===== src/hdl/fpsc_pkg.sv =====
// Shared types and constants for the fixed-point sine/cosine pipeline.
`timescale 1ns / 1ps

package fpsc_pkg;

  localparam int PHASE_W = 20;
  localparam int ANG_W   = 18;
  localparam int PROD_W  = 2 * ANG_W;
  localparam int OUT_W   = 18;
  localparam int TERM_W  = 19;
  localparam int SUM_W   = 22;

  // stages inside the power unit, and stages in the whole pipeline
  localparam int POW_STAGES = 5;
  localparam int NUM_STAGES = 8;

  typedef enum logic {
    OP_SIN = 1'b0,
    OP_COS = 1'b1
  } op_t;

  typedef struct packed {
    op_t  op;
    logic quarter;
    logic neg;
  } ctl_t;

  // sine: a=x1 b=x3 c=x5 d=x7; cosine: a=x2 b=x4 c=x6 d=x8
  typedef struct packed {
    logic [ANG_W-1:0] a;
    logic [ANG_W-1:0] b;
    logic [ANG_W-1:0] c;
    logic [ANG_W-1:0] d;
  } terms_t;

  localparam logic [ANG_W-1:0] SIN_K1 = 18'd205887;
  localparam logic [ANG_W-1:0] SIN_K3 = 18'd169336;
  localparam logic [ANG_W-1:0] SIN_K5 = 18'd167014;
  localparam logic [ANG_W-1:0] SIN_K7 = 18'd150000;
  localparam logic [ANG_W-1:0] COS_K2 = 18'd161704;
  localparam logic [ANG_W-1:0] COS_K4 = 18'd132996;
  localparam logic [ANG_W-1:0] COS_K6 = 18'd175016;
  localparam logic [ANG_W-1:0] COS_K8 = 18'd241700;

  localparam int SIN_SH1 = 17;
  localparam int SIN_SH3 = 18;
  localparam int SIN_SH5 = 21;
  localparam int SIN_SH7 = 25;
  localparam int COS_SH2 = 17;
  localparam int COS_SH4 = 19;
  localparam int COS_SH6 = 23;
  localparam int COS_SH8 = 28;

  localparam logic signed [SUM_W-1:0] COS_ONE  = 22'sd262144;
  localparam logic signed [SUM_W-1:0] UNIT_OUT = 22'sd131072;
  localparam logic [OUT_W-1:0]        SAT_POS  = 18'h1ffff;
  localparam logic [OUT_W-1:0]        SAT_NEG  = 18'h20000;

endpackage


===== src/hdl/fpsc_powers.sv =====
// Phase fold and power-series pipeline (five stages) for the sine/cosine unit.
`timescale 1ns / 1ps

module fpsc_powers (
  input  logic                                  clk,
  input  logic [fpsc_pkg::POW_STAGES-1:0]       en,
  input  logic [fpsc_pkg::PHASE_W-1:0]          phase,
  input  logic                                  opcode,
  output fpsc_pkg::terms_t                      terms,
  output fpsc_pkg::ctl_t                        ctl
);

  localparam int AW = fpsc_pkg::ANG_W;
  localparam int PW = fpsc_pkg::PROD_W;

  logic [AW-1:0] low_nxt;
  logic [AW-1:0] x1_nxt;
  fpsc_pkg::ctl_t ctl_nxt;

  logic [AW-1:0] x1_0_r;
  fpsc_pkg::ctl_t ctl_0_r;
  logic [AW-1:0] x1_1_r, x2_1_r;
  fpsc_pkg::ctl_t ctl_1_r;
  logic [AW-1:0] x1_2_r, x2_2_r, b_2_r;
  fpsc_pkg::ctl_t ctl_2_r;
  logic [AW-1:0] x1_3_r, x2_3_r, b_3_r, c_3_r, e_3_r;
  fpsc_pkg::ctl_t ctl_3_r;
  fpsc_pkg::terms_t terms_r;
  fpsc_pkg::ctl_t ctl_4_r;

  logic [AW-1:0] mop_nxt;
  logic [PW-1:0] sq_p, b_p, c_p, e_p, d_p;
  fpsc_pkg::terms_t terms_nxt;

  // fold into the first quadrant; bit 18 mirrors the argument
  always_comb begin
    low_nxt = phase[AW-1:0];
    x1_nxt  = phase[AW] ? AW'({1'b1, {AW{1'b0}}} - {1'b0, low_nxt}) : low_nxt;
    ctl_nxt.op      = fpsc_pkg::op_t'(opcode);
    ctl_nxt.quarter = phase[AW] && (low_nxt == '0);
    ctl_nxt.neg     = (fpsc_pkg::op_t'(opcode) == fpsc_pkg::OP_COS) ?
                      (phase[AW+1] ^ phase[AW]) : phase[AW+1];
  end

  assign sq_p    = PW'(x1_0_r) * PW'(x1_0_r);
  assign mop_nxt = (ctl_1_r.op == fpsc_pkg::OP_COS) ? x2_1_r : x1_1_r;
  assign b_p     = PW'(x2_1_r) * PW'(mop_nxt);
  assign c_p     = PW'(x2_2_r) * PW'(b_2_r);
  assign e_p     = PW'(b_2_r) * PW'(b_2_r);
  assign d_p     = PW'(x2_3_r) * PW'(c_3_r);

  always_comb begin
    terms_nxt.a = (ctl_3_r.op == fpsc_pkg::OP_COS) ? x2_3_r : x1_3_r;
    terms_nxt.b = b_3_r;
    terms_nxt.c = c_3_r;
    terms_nxt.d = (ctl_3_r.op == fpsc_pkg::OP_COS) ? e_3_r : d_p[PW-1:AW];
  end

  always_ff @(posedge clk) begin
    if (en[0]) begin
      x1_0_r  <= x1_nxt;
      ctl_0_r <= ctl_nxt;
    end
    if (en[1]) begin
      x1_1_r  <= x1_0_r;
      x2_1_r  <= sq_p[PW-1:AW];
      ctl_1_r <= ctl_0_r;
    end
    if (en[2]) begin
      x1_2_r  <= x1_1_r;
      x2_2_r  <= x2_1_r;
      b_2_r   <= b_p[PW-1:AW];
      ctl_2_r <= ctl_1_r;
    end
    if (en[3]) begin
      x1_3_r  <= x1_2_r;
      x2_3_r  <= x2_2_r;
      b_3_r   <= b_2_r;
      c_3_r   <= c_p[PW-1:AW];
      e_3_r   <= e_p[PW-1:AW];
      ctl_3_r <= ctl_2_r;
    end
    if (en[4]) begin
      terms_r <= terms_nxt;
      ctl_4_r <= ctl_3_r;
    end
  end

  assign terms = terms_r;
  assign ctl   = ctl_4_r;

endmodule


===== config.mk =====
export PLATFORM = sky130hd
export DESIGN_NAME = fpsc_powers
export DESIGN_NICKNAME = d
export VERILOG_FILES = /design/src/hdl/fpsc_pkg.sv /design/src/hdl/fpsc_powers.sv
export SDC_FILE = /design/constraint.sdc
export NUM_CORES = 2
export LEC_CHECK = 0
export ABC_AREA = 1
export CORE_AREA = 2 2 395 397
export CTS_BUF_LIST = sky130_fd_sc_hd__clkbuf_4
export DETAILED_ROUTE_END_ITERATION = 12
export DIE_AREA = 0 0 397 399
export DONT_BUFFER_PORTS = 1
export PLACE_DENSITY = 0.54
export SYNTH_ARGS = -nofsm -noshare
export SYNTH_HDL_FRONTEND = slang
export SYNTH_SLANG_ARGS = --single-unit

===== constraint.sdc =====
create_clock -name clk -period 17.58 [get_ports clk]
set_clock_uncertainty 0.15 [all_clocks]
set_input_delay 1.758 -clock clk [delete_from_list [all_inputs] [get_ports clk]]
set_output_delay 1.758 -clock clk [all_outputs]
set_load 0.005 [all_outputs]

======== Word-level counts from Yosys, hierarchy flattened ========
Cells that the tools add are included.
storage, ports and cells
  output and inout bits ................... 75
  bits of input ports ..................... 27
  word-level logic and storage cells ...... 44
  register bits ........................... 285
cells by class
  bitwise operators ....................... 1
  $add $sub $neg .......................... 1
  multiply operators ...................... 5
  mux-type cells .......................... 5
  reduce and logical (&&, ||, !) cells .... 2
operators by type and width
  cell                                                                 count
  18-bit by 18-bit multiplier with 36-bit output                       5
  18-bit two-way mux                                                   4
  18-bit zero test                                                     1
  1-bit by 18-bit subtractor with 18-bit output, first input constant  1
  1-bit logical AND                                                    1
  1-bit two-way mux                                                    1
  1-bit XOR                                                            1

======== Logic depth before layout (Yosys ltp) ========
  word-level depth ........................ 2
  gate-level depth with buffers ........... 30
  depth with buffers taken out ............ 28

======== Least setup slack after synthesis ========
OpenSTA, ideal clock, no wires.
  path type ............................... reg-to-reg
  start ................................... register ctl_1_r[2] (netlist name)
  end ..................................... register b_2_r[16] (data pin)
  library setup time ...................... 0.252 ns
  cell stages (with the launch flop) ...... 28
  data arrival time ....................... 5.404 ns
  clock period less this slack ............ 5.806 ns
  data required time ...................... 17.178 ns
  setup slack ............................. 11.774 ns
  path buffers ............................ 3
  cells stage by stage .................... edfxtp_1 buf_2 buf_6 nand2_1 o21a_1 buf_2 nand2_1 fa_1 inv_1 fa_1 inv_1 fa_1 inv_1 fa_1 fa_1 inv_1 fa_1 inv_1 ha_1 nand2_1 nor2_1 inv_1 nor3_1 nand2_1 nand2_2 nand3_1 nand3_1 nand2_1
between the ends
  word-level cells in the longest chain between the ends .. 2
ends and longest elaborated chain
  item                                            RTL line           source
  start, declared                                 fpsc_powers.sv:23  fpsc_pkg::ctl_t ctl_1_r;
  start signal, assigned                          fpsc_powers.sv:67  ctl_1_r <= ctl_0_r;
  18-bit two-way mux                              fpsc_powers.sv:46  assign mop_nxt = (ctl_1_r.op == fpsc_pkg::OP_COS) ? x2_1_r : x1_1_r;
  18-bit by 18-bit multiplier with 36-bit output  fpsc_powers.sv:47  assign b_p = PW'(x2_1_r) * PW'(mop_nxt);
  via b_p[34]                                     fpsc_powers.sv:32  logic [PW-1:0] sq_p, b_p, c_p, e_p, d_p;
  end signal, assigned                            fpsc_powers.sv:72  b_2_r <= b_p[PW-1:AW];
  end, declared                                   fpsc_powers.sv:24  logic [AW-1:0] x1_2_r, x2_2_r, b_2_r;
The timed path passes the listed nets, and every way through them passes these cells.
A chain may end at the register's enable or synchronous reset.

======== Worst setup path after layout ========
  start ................................... register x2_1_r[9]
  end ..................................... register b_2_r[2] (data pin)
between the ends
  word-level cells in the longest chain between the ends .. 2
ends and longest elaborated chain
  item                                              RTL line           source
  start, declared                                   fpsc_powers.sv:22  logic [AW-1:0] x1_1_r, x2_1_r;
  start signal, assigned                            fpsc_powers.sv:66  x2_1_r <= sq_p[PW-1:AW];
  18-bit two-way mux                                fpsc_powers.sv:46
  18-bit by 18-bit multiplier with 36-bit output *  fpsc_powers.sv:47
  via b_p[20]                                       fpsc_powers.sv:32
Mark *: on every way through the listed nets, which the timed path passes. The rest lies on a longest branch.

==> summary.md <==
| Metric | Value |
|---|---|
| Ports | 102 |
| R2r setup slk | 10,160 ps |
| Number of nets in the layout | 9,122 |
| Worst r2r path cells | 20 |
| Achievable Freq | 135 MHz |
| Synthesis-stage register bit count | 285 |
| Mapped Cells | 7,457 |
| Post-Syn Area | 61,300 um2 |
| Slew headroom | 16.2% |
| Final Critical Period | 7420 ps |
| Hold Crit Class | register to register |
| MaxCap Viol Count | 0 |
| Startpoint Class | register |
| Critical Path Sink | b_2_r[2] |
| RSZ-0062 raised after global routing | false |
| Syn nets | 9,223 |
| Least-Margin Pin Slew | 1260 ps |
| Critical path arrival | 8040 ps |
| Setup bufs post-CTS | 0 |
| Crit share post-route | 42.2% |
| Avg WL per Cell | 19.1 um |
| GP Congestion | 0.938 |
| Post-synth cell types | 47 |
| Worst EP required | 18,190 ps |
| Initial core utilization | 39.9% |
| Setup_tns | 0 ps |
| Status | finished with violations |
| Most frequent cells in the layout | 2,217 x inv_1, 1,849 x nand2_1, 1,193 x fa_1, 546 x ha_1, 388 x nor2_1 |
| GRT Total Usage | 23.9% |
| Synth Warn # | 0 |
| Total Wirelength | 181 mm |
| Port buffer count | 0 |
| H-tree depth | 3 |
| Hold Crit Depth | 0 |
| Layout cells sized above 1 | 3.81% |
| CP Class | register to register |
| GRT overflow | 0 |
| RR Startpoint | x2_1_r[9] |
| Vias per cell | 4.89 |
| CP startpoint | x2_1_r[9] |
| Die W | 397 um |
| Root Buffer | clkbuf_4 |
| Final Max Slew Viols | 0 |
| DRC | 0 |
| Largest net degree at the start of global routing | 94 |
| Initial antenna violation count | 9 |
| Commonest non-fill, non-tap cell in the layout | inv_1 |
| CTS buffer count | 92 |
| CORE AREA | 154,000 um2 |
| Hold Buf Count CTS | 0 |
| Global-route wire length before repair | 289 mm |
| Clk buf depth | 3 |
| Endpoints failing setup | 0 |
| Vias in the first global route | 50,600 |
| Synth-to-layout area growth | 5.48% |
| Post-cts resize count | 0 |
| Worst-path clk slew | 70 ps |
| Die area | 158,000 um2 |
| Post-route ant nets | 1 |
| FF-to-FF End | b_2_r[2] |
| DRT Pass-1 Iters | 7 |
| CTS tree | yes |
| Crit path max fanout | 16 |
| Failing checks | antenna violations |
| HPWL Detailed | 148 mm |
| Clock sinks | 285 |
| Std cell rows | 144 |
| Critical Path End Type | register |
| Die Span Y | 399 um |
| Seq/Total Area, Yosys | 14.0% |
| Clk_lat worst skew | 1080 ps |
| Vias | 46,400 |
| DRT iter0 DRCs | 2,841 |
| Max reg flops | 72 |
| Syn Area/Cell | 8.22 um2 |
| Hold Vio Cnt, Final | 0 |
==> stage by stage <==
stage                     setup WS, ps  instances  hold WS (ps)  util [%]  instance area, um2
after floorplan                  11770       7457           250         -               61300
after global placement           10320       9306           251      41.2               63300
after detailed placement         10310       9306           256      41.2               63300
after CTS                        10270       9467           266      42.0               64600
after global routing              9800       9478           269      42.1               64600
final                            10160       9483           267      42.1               64600
==> synthesized netlist by cell type, drive strengths merged <==
master	count	area, um2
nor3	44	245
nor3b	1	7.51
o21ai	101	505
and2	1	6.26
xnor2	26	228
o21bai	21	158
o2111ai	2	17.5
nand2	1861	7020
edfxtp	285	8560
o31ai	3	22.5
and3	3	18.8
xor2	48	420
nor4	12	113
a21o	18	135
a31oi	7	50.1
a21oi	181	925
a211o	1	8.76
clkinv	5	18.8
o21a	23	173
a21boi	8	78.8
inv	2231	8370
or2	6	37.5
ha	546	6830
clkbuf	217	815
nand3	127	636
buf	50	229
nand4	25	156
a41oi	1	8.76
nor2	401	1550
fa	1193	23900
nand3b	6	45.0
o211ai	3	22.5
==> layout make-up <==
class                      count  area (um2)
fill                       15600       89000
multi-input combinational   4669       43300
sequential                   285        8560
inverter                    2236        8390
tap                         2044        2560
clock buffer                 114         856
timing repair buffer          72         541
clock inverter                47         407
antenna                       16        40.0
==> per-layer routing <==
layer | wire length (um) | part of all wire (%) | GRT usage, % | vias up
met2 | 85000 | 47 | 39.9 | 1258
li1 | - | - | - | 21300
met3 | 10600 | 5.9 | 3.16 | 233
met5 | 15 | 0.0083 | 0 | -
met4 | 4110 | 2.3 | 5.74 | 2
met1 | 81700 | 45 | 32.8 | 23600
==> cells by family after synthesis <==
kind of cell / count (synthesis) / share of synthesized area [%]
AOI/OAI and AO/OA: 369 / 3.43
and+or+nand+nor: 2487 / 16.0
buffers and inverters: 2503 / 15.4
adders and majority gates: 1739 / 50.1
xor gates and xnor gates: 74 / 1.06
DFF: 285 / 14.0
==> how the worst min path moves through the flow <==
stage | slack [ps] | end | start
after global placement | 250 | terms[47] | b_3_r[11]
after floorplan | 250 | ctl[0] | ctl_3_r[0]
after global routing | 270 | ctl[0] | ctl_3_r[0]
after detailed placement | 260 | x1_3_r[1] | x1_2_r[1]
after CTS | 270 | ctl[0] | ctl_3_r[0]
final | 270 | ctl[0] | ctl_3_r[0]
==> worst max-delay path, cell delays in order, from the launching register on <==
cell	delay, ps
edfxtp_1	950
inv_1	290
nand2_1	120
o21a_1	680
nand2_1	180
fa_1	580
inv_1	50
fa_1	490
fa_1	580
fa_1	460
fa_1	500
inv_1	50
fa_1	480
inv_1	40
ha_1	340
nand2_1	150
nor2_1	130
inv_1	130
nor3_1	400
a21oi_1	180
xnor2_1	160
Power is left out: the tool's default activity adds up to more than one toggle a clock period on the data nets, which glitch-free logic cannot reach.
